File: config.mk
export PLATFORM = sky130hd
export DESIGN_NAME = conflict_mask_aggregate_unit
export DESIGN_NICKNAME = d
export VERILOG_FILES = /design/src/rtl/cma_pkg.sv /design/src/rtl/cma_front.sv /design/src/rtl/cma_queue.sv /design/src/rtl/cma_back.sv /design/src/rtl/conflict_mask_aggregate_unit.sv
export SDC_FILE = /design/constraint.sdc
export NUM_CORES = 2
export LEC_CHECK = 0
export BUFFER_PORTS_ARGS = -buffer_cell sky130_fd_sc_hd__clkbuf_2
export CAP_MARGIN = 10
export CORE_MARGIN = 5
export CORE_UTILIZATION = 25
export CTS_BUF_LIST = sky130_fd_sc_hd__clkbuf_2
export DETAILED_ROUTE_END_ITERATION = 8
export SYNTH_ARGS = -nofsm -noshare
export SYNTH_HDL_FRONTEND = slang
export SYNTH_SLANG_ARGS = --single-unit
File: constraint.sdc
create_clock -name clk -period 16.1 [get_ports clk]
set_input_delay 0.805 -clock clk [delete_from_list [all_inputs] [get_ports clk]]
set_output_delay 0.805 -clock clk [all_outputs]
set_load 0.02 [all_outputs]
File: src/rtl/cma_pkg.sv
// Shared types for the conflict mask aggregate unit.
// No dependencies.
package cma_pkg;

  typedef struct packed {
    logic full;
    logic empty;
  } cma_q_status_t;

endpackage

File: src/rtl/cma_front.sv
// Front end: accepts words, compares each against earlier lanes of its batch,
// folds the mask into per-lane accumulators, and queues a snapshot on the last word.
// Depends on cma_pkg.
module cma_front #(
  parameter int LANES      = 16,
  parameter int VALUE_BITS = 32
) (
  input  logic                                  clk,
  input  logic                                  rst,
  input  logic                                  push,
  input  logic [VALUE_BITS-1:0]                 value,
  input  logic                                  end_of_stream,
  input  cma_pkg::cma_q_status_t                q_status,
  output logic                                  full,
  output logic                                  snap_push,
  output logic [LANES-1:0][LANES-2:0]           snap_data
);
  import cma_pkg::*;

  localparam int LW = (LANES > 1) ? $clog2(LANES) : 1;
  localparam logic [LW-1:0] LAST_POS = LW'(LANES - 1);

  logic [LW-1:0]                   pos;
  logic [LANES-2:0][VALUE_BITS-1:0] batch;
  logic [LANES-1:0][LANES-2:0]     acc;
  logic [LANES-2:0]                hit;
  logic [LANES-2:0]                acc_upd;
  logic                            accept;

  assign full   = q_status.full;
  assign accept = push && !q_status.full;

  always_comb begin
    for (int j = 0; j < LANES - 1; j++) begin
      hit[j] = (LW'(j) < pos) && (batch[j] == value);
    end
    acc_upd = acc[pos] | hit;
    snap_data = acc;
    snap_data[pos] = acc_upd;
  end

  assign snap_push = accept && end_of_stream;

  always_ff @(posedge clk) begin
    if (rst) begin
      pos <= '0;
      for (int i = 0; i < LANES; i++) begin
        acc[i] <= '0;
      end
    end else if (accept) begin
      if (end_of_stream) begin
        pos <= '0;
        for (int i = 0; i < LANES; i++) begin
          acc[i] <= '0;
        end
      end else begin
        acc[pos] <= acc_upd;
        pos <= (pos == LAST_POS) ? '0 : pos + LW'(1);
      end
    end
  end

  always_ff @(posedge clk) begin
    if (accept && (pos != LAST_POS)) begin
      batch[pos[$clog2(LANES-1 > 1 ? LANES-1 : 2)-1:0]] <= value;
    end
  end

endmodule

File: src/rtl/cma_queue.sv
// Two-entry queue of accumulator snapshots between front and back end.
// Depends on cma_pkg.
module cma_queue #(
  parameter int LANES = 16
) (
  input  logic                        clk,
  input  logic                        rst,
  input  logic                        wr_en,
  input  logic [LANES-1:0][LANES-2:0] wr_data,
  input  logic                        rd_en,
  output logic [LANES-1:0][LANES-2:0] rd_data,
  output cma_pkg::cma_q_status_t      status
);
  import cma_pkg::*;

  logic [1:0][LANES-1:0][LANES-2:0] entries;
  logic                             wr_ptr;
  logic                             rd_ptr;
  logic [1:0]                       count;

  assign status.full  = (count == 2'd2);
  assign status.empty = (count == 2'd0);
  assign rd_data      = entries[rd_ptr];

  always_ff @(posedge clk) begin
    if (rst) begin
      wr_ptr <= 1'b0;
      rd_ptr <= 1'b0;
      count  <= 2'd0;
    end else begin
      if (wr_en) begin
        wr_ptr <= ~wr_ptr;
      end
      if (rd_en) begin
        rd_ptr <= ~rd_ptr;
      end
      case ({wr_en, rd_en})
        2'b10:   count <= count + 2'd1;
        2'b01:   count <= count - 2'd1;
        default: count <= count;
      endcase
    end
  end

  always_ff @(posedge clk) begin
    if (wr_en) begin
      entries[wr_ptr] <= wr_data;
    end
  end

endmodule

File: src/rtl/cma_back.sv
// Back end: walks the head snapshot lane by lane into an output register.
// Depends on cma_pkg.
module cma_back #(
  parameter int LANES = 16
) (
  input  logic                                            clk,
  input  logic                                            rst,
  input  cma_pkg::cma_q_status_t                          q_status,
  input  logic [LANES-1:0][LANES-2:0]                     q_data,
  output logic                                            q_pop,
  input  logic                                            pop,
  output logic                                            empty,
  output logic [((LANES > 1) ? $clog2(LANES) : 1)-1:0]    lane,
  output logic [LANES-2:0]                                conflict_mask,
  output logic                                            last_lane
);
  import cma_pkg::*;

  localparam int LW = (LANES > 1) ? $clog2(LANES) : 1;
  localparam logic [LW-1:0] LAST_POS = LW'(LANES - 1);

  logic [LW-1:0] idx;
  logic          out_valid;
  logic          load;

  assign empty = !out_valid;
  assign load  = !q_status.empty && (!out_valid || pop);
  assign q_pop = load && (idx == LAST_POS);

  always_ff @(posedge clk) begin
    if (rst) begin
      idx       <= '0;
      out_valid <= 1'b0;
    end else begin
      if (load) begin
        out_valid <= 1'b1;
        idx       <= (idx == LAST_POS) ? '0 : idx + LW'(1);
      end else if (pop) begin
        out_valid <= 1'b0;
      end
    end
  end

  always_ff @(posedge clk) begin
    if (load) begin
      lane          <= idx;
      conflict_mask <= q_data[idx];
      last_lane     <= (idx == LAST_POS);
    end
  end

endmodule

File: src/rtl/conflict_mask_aggregate_unit.sv
// Top level of the conflict mask aggregate unit: front end, snapshot queue, back end.
// Depends on cma_pkg, cma_front, cma_queue, cma_back.
//
// Takes one word per cycle while full is low; each word is compared in parallel
// with the earlier words of its batch of LANES and its conflict mask is OR-ed into
// that lane's accumulator. A word with end_of_stream set hands a snapshot of all
// accumulators to a two-entry queue and clears them, so the next stream starts at
// once. The result side drains one snapshot as LANES results, one per cycle while
// pop is high, lane 0 first, last_lane set on the final one; the snapshot is first
// written into the queue, then its lanes into the output register. full rises only
// while both queue entries wait: streams back to back faster than results drain.
module conflict_mask_aggregate_unit #(
  parameter int LANES      = 16,
  parameter int VALUE_BITS = 32
) (
  input  logic                                         clk,
  input  logic                                         rst,
  input  logic                                         push,
  output logic                                         full,
  input  logic [VALUE_BITS-1:0]                        value,
  input  logic                                         end_of_stream,
  input  logic                                         pop,
  output logic                                         empty,
  output logic [((LANES > 1) ? $clog2(LANES) : 1)-1:0] lane,
  output logic [LANES-2:0]                             conflict_mask,
  output logic                                         last_lane
);
  import cma_pkg::*;

  cma_q_status_t               q_status;
  logic                        snap_push;
  logic [LANES-1:0][LANES-2:0] snap_data;
  logic [LANES-1:0][LANES-2:0] head_data;
  logic                        q_pop;

  cma_front #(
    .LANES      (LANES),
    .VALUE_BITS (VALUE_BITS)
  ) u_front (
    .clk           (clk),
    .rst           (rst),
    .push          (push),
    .value         (value),
    .end_of_stream (end_of_stream),
    .q_status      (q_status),
    .full          (full),
    .snap_push     (snap_push),
    .snap_data     (snap_data)
  );

  cma_queue #(
    .LANES (LANES)
  ) u_queue (
    .clk     (clk),
    .rst     (rst),
    .wr_en   (snap_push),
    .wr_data (snap_data),
    .rd_en   (q_pop),
    .rd_data (head_data),
    .status  (q_status)
  );

  cma_back #(
    .LANES (LANES)
  ) u_back (
    .clk           (clk),
    .rst           (rst),
    .q_status      (q_status),
    .q_data        (head_data),
    .q_pop         (q_pop),
    .pop           (pop),
    .empty         (empty),
    .lane          (lane),
    .conflict_mask (conflict_mask),
    .last_lane     (last_lane)
  );

endmodule

[Word level (Yosys, flattened, before mapping)]
Index checks and enable logic that the tools add are counted.
Storage, ports and cells
  bits in latches: 0
  output and inout bits: 22
  bits of input ports: 37
  memories: 0
  flip-flop bits (word level): 1233
  bits in read-only memories: 0
  memory bits (writable): 0
Operators by class
  add/subtract/negate cells: 4
  bitwise logic cells: 3
  reduce and logical (&&, ||, !) cells: 29
  div/mod/pow operators: 0
  multipliers: 0
  mux-type cells: 22
  $lt $le $gt $ge: 21
  equality and inequality tests: 21
  shift operators: 0
Operators by type and width (number)
  bitwise mux 480 bit: 2
  two-way mux 240 bit: 4
  equality test 32 bit: 15
  bitwise mux 240 bit: 1
  demux 240 bit (select 1 bit): 1
  demux 32 bit (select 4 bit): 1
  binary-select mux 15 bit (select 4 bit): 2
  demux 15 bit (select 4 bit): 1
  two-way mux 15 bit: 3
  two-way mux 32 bit: 1
  less-than comparator 4 bit, first input constant: 7
  logical AND 1 bit: 22
  less-than comparator 3 x 4 -> 1 bit, first input constant: 4
  bitwise OR 15 bit: 1
  two-way mux 4 bit: 3
  less-than comparator 4 x 5 -> 1 bit, second input constant: 2
  adder 4 x 1 -> 4 bit, second input constant: 2
  equality test 4 bit, second input constant: 2
  less-than comparator 1 x 4 -> 1 bit, first input constant: 2
  less-than comparator 2 x 4 -> 1 bit, first input constant: 2
  equality test 2 bit, second input constant: 2
  greater-or-equal comparator 4 x 1 -> 1 bit, second input constant: 1
  less-than comparator 1 x 2 -> 1 bit, second input constant: 2
  inequality test 4 bit, second input constant: 1
  other kinds (11): 16

[Depth between registers and ports, before layout]
  word-level depth: 6
  mapped depth: 13
  gate-level depth less buffers: 7

[Cells and area by module]
Synthesis repeated with hierarchy kept, for this count alone.
Second synthesis, totals
  cells, all modules: 3727
  area total of the unflattened synthesis: 53298.6 µm²
By module, submodules not included
  cma_front: instances 1, cells an instance 2784, area each 32332.3 µm²
  cma_queue: instances 1, cells an instance 767, area each 18277.5 µm²
  cma_back: instances 1, cells an instance 176, area each 2688.8 µm²

[Least setup slack after synthesis]
OpenSTA, ideal clock, no wires.
  kind: input to register
  start: input port end_of_stream
  end: register u_queue.entries[0] (netlist bit), enable pin
  required time: 15.254 ns
  arrival time: 11.129 ns
  slack: 4.125 ns
  stages: 3
  path buffers: 1
  cells stage by stage: clkbuf_1 > nand2_1 > nor2_1
Between the ends
  longest elaborated chain between the ends: 1
Ends and longest elaborated chain
  from (decl): line conflict_mask_aggregate_unit.sv:21  | input logic end_of_stream,
  logical AND 1 bit: line cma_front.sv:42  | assign snap_push = accept && end_of_stream;
  to (signal, indexed assignment): line cma_queue.sv:47  | entries[wr_ptr] <= wr_data;
  to (decl): line cma_queue.sv:16  | logic [1:0][LANES-1:0][LANES-2:0] entries;
No other way between the ends.
A chain may end at the register's enable or synchronous reset.

==> summary.txt <==
Run status
  – Status: complete, no violations

Yosys
  – Register area share after synthesis: around two thirds
  – Syn Area/Cell: around 14 um^2
  – Post-Syn Area: 52100 um^2
  – Number of synthesized register bits: between 1000 and 1500
  – Unique masters post-synth: 65
  – Ys flop type: edfxtp_1
  – Syn Inst Count: 3600
  – Ys async rst share: 0%
  – Post-synth net total: between 3000 and 4000
  – Synth warn: 0
  – EDFF count, synth: 980

Power and ir drop
  – Peak supply drop: between 60 and 70 uV
  – Post-layout power: approximately 0.0059 W
  – Cell area power density: 101 nW/um^2
  – Leak: 18.3 nW

Clocking
  – # resized after CTS: 0
  – Clock root cell: clkbuf_2
  – Maximum root-to-sink buffer count: 4
  – # H-tree levels: 5
  – Insertion delay to the later sink of the worst-skew pair: ~1600 ps
  – TritonCTS clock tree: done
  – CTS clock-pin slew for the worst setup and hold paths: ~120 ps
  – Sinks on Clock Net: ~1200
  – TritonCTS buffer count: roughly 310

Place
  – Input/output buffers: 58
  – Placed Area: 55400 um^2
  – HPWL Detailed: roughly 85 mm
  – Placer Congestion: 0.812
  – Pre-CTS setup slack: ~12000 ps

Cells and area
  – Most common library cell in the layout ignoring fill and taps: edfxtp_1
  – NumNets Final: 3883
  – # fillers: between 20000 and 25000
  – Finished Cell Area: 58400 um^2
  – Layout cell share with drive strength beyond 1: between 20% and 30%
  – Area Growth Syn to Fin: 12.2%
  – Commonest non-fill, non-tap cells in the layout: edfxtp_1, clkbuf_2, nand2_1, xnor2_1, dfxtp_1

Timing
  – Slew HR: around 15%
  – Tcrit/Tclk final: between 20% and 30%
  – Slew @ Worst Pin: 1270 ps
  – Max Clock Skew: between 100 and 150 ps
  – RSZ-0062 raised after global routing: no
  – Worst Setup Slack, final: 11840 ps
  – Crit path time final: 4260 ps
  – Final hold slack: ~230 ps
  – TNS Setup: 0 ps
  – Final Max Slew Viols: 0
  – Final Hold Fails: 0
  – Max Freq: about 230 MHz
  – Final setup viols: 0

Drt
  – Via density per instance: ~4.7
  – Via count: approximately 32000
  – Initial DRT Pass Iterations: 5
  – Final wirelength: ~150 mm
  – Drt first-iter violations: ~3700
  – Post-route antenna net violation count: 0
  – Drt drc: 0
  – Avg WL per Cell: around 21 um

Floorplan
  – Num ports: just under 60
  – Die ar.: 218000 um^2
  – Placeable core area: roughly 210000 um^2
  – DIE HEIGHT: between 400 and 500 um
  – Chip width: between 400 and 500 um
  – Initial Util: 25.1%
  – Std cell rows: roughly 170

Setup path
  – Peak per-stage delay on the critical path: around 850 ps
  – Worst-path fanout max: 41
  – Crit-path cells: buf_4 > mux4_2 > a22oi_1 > and3_1 > o31a_1 > o21ai_0
  – WP data arrival: about 5600 ps
  – Slowest CP cell: o31a_1
  – Crit. End Element: register
  – Critical path class: reg2reg
  – Worst EP required: about 17000 ps
  – Critical Path Start Type: register

Global routing
  – GR met1 Demand/Resource: about 18%
  – First-pass GRT wire length: between 200 and 250 mm
  – Overall Global Routing Usage: 13.0%
  – Met3 usage: under 10%
  – Vias in the first global route: approximately 32000
  – GRT busiest layer: met2
  – Initial antenna violation count: 5
  – Global route overflow: 0
  – Grt met2 use: between 20% and 30%
  – Largest net degree at the start of global routing: 75

Min path
  – Hold crit path type: in2reg

Flow run
  – Max-cap violations: 0
metal layers:
metal | up-vias | share of wire, % | wire length, um
met4 | 2 | 2.4 | 3480
met5 | - | 0.0090 | 13
met2 | 1444 | 46 | 66300
met3 | 248 | 8.1 | 11700
met1 | 16400 | 44 | 63600
li1 | 14100 | - | -
sequential cells by signal (all words and copies together) (netlist names), 2 cells and up:
register,count
u_front.pos,4
u_front.acc,240
u_queue.entries,480
u_back.lane,4
u_queue.count,2
u_back.idx,4
u_back.conflict_mask,15
u_front.batch,480
report_power, final:
part	switching [W]	internal [W]	leakage, nW
clock network	0.00126	0.000802	2.09
logic	0.000236	0.000124	5.14
registers	0.0000217	0.00348	11.1
total	0.00152	0.00440	18.3
critical path, delay by kind of cell (launching register included):
kind            cells  cell delay (ps)
compound gates      3             1320
simple gates        1              490
flops               1              740
mux                 1              610
buf+inv             1              740
through the flow:
stage               utilization, %  std cells
CTS                           28.2       6845
global placement              26.7       6272
global route                  28.2       6847
floorplan                        -       3600
detailed placement            26.7       6272
finish                        28.2       6853
Yosys cell counts, drive strengths merged (2+ instances only):
| cell | n | area, um^2 |
|---|---|---|
| edfxtp | 980 | 29400 |
| o21ai | 372 | 2000 |
| nand2 | 351 | 1320 |
| xnor2 | 320 | 2800 |
| dfxtp | 253 | 5060 |
| mux4 | 210 | 4730 |
| nor2 | 189 | 777 |
| xor2 | 162 | 1420 |
| clkbuf | 140 | 546 |
| buf | 137 | 840 |
| a21oi | 106 | 531 |
| nand4 | 83 | 519 |
| a22oi | 49 | 373 |
| nor4 | 44 | 275 |
| a31oi | 39 | 263 |
| nand3 | 23 | 115 |
| nor3 | 22 | 110 |
| mux2 | 16 | 184 |
| and2 | 14 | 87.6 |
| and3 | 9 | 56.3 |
| inv | 9 | 33.8 |
| a22o | 8 | 70.1 |
| a2bb2oi | 7 | 61.3 |
| or2 | 7 | 43.8 |
| ha | 6 | 75.1 |
| nor2b | 6 | 37.5 |
| o31a | 5 | 45.0 |
| a2111oi | 3 | 26.3 |
| a32oi | 3 | 26.3 |
| and4 | 3 | 26.3 |
| nand2b | 3 | 21.3 |
| nand3b | 3 | 26.3 |
| or3 | 3 | 18.8 |
| a211oi | 2 | 25.0 |
| a21o | 2 | 15.0 |
| nor3b | 2 | 15.0 |
| o2111ai | 2 | 17.5 |
what timing repair did:
item	in CTS	in global routing
endpoints found under the hold margin	525	0
setup buffers	0	0
hold buffers	42	0
cells by family after synthesis:
logic type,Yosys count,share of synthesized area [%]
compound gates,602,6.69
mux,227,9.46
xor+xnor,482,8.10
fa+ha+maj,6,0.144
simple gates,764,6.66
buf+inv,286,2.72
flops,1233,66.2
layout make-up:
| type | instances | area (um^2) | area share (%) |
|---|---|---|---|
| inverter | 9 | 33.8 | 0.0578 |
| multi-input combinational | 2081 | 16300 | 27.8 |
| timing repair buffer | 203 | 1480 | 2.54 |
| clock inverter | 71 | 353 | 0.604 |
| tap | 2788 | 3490 | 5.97 |
| sequential | 1233 | 34500 | 59.1 |
| antenna | 8 | 20.0 | 0.0343 |
| clock buffer | 460 | 2300 | 3.94 |
worst paths after layout:
kind,from,endpoint,slack (ps),cells after the start
setup reg to reg,u_front.pos[1]$_SDFFE_PP0N_,u_queue.entries[160]$_DFFE_PP_,11840,6
hold / removal,rst,u_front.pos[1]$_SDFFE_PP0N_,230,3
setup / recovery,u_front.pos[1]$_SDFFE_PP0N_,u_queue.entries[160]$_DFFE_PP_,11840,6
hold reg to reg,u_front.acc[59]$_SDFFE_PP0N_,u_front.acc[59]$_SDFFE_PP0N_,470,2
Note: power is estimated with default switching activity, not from simulation.
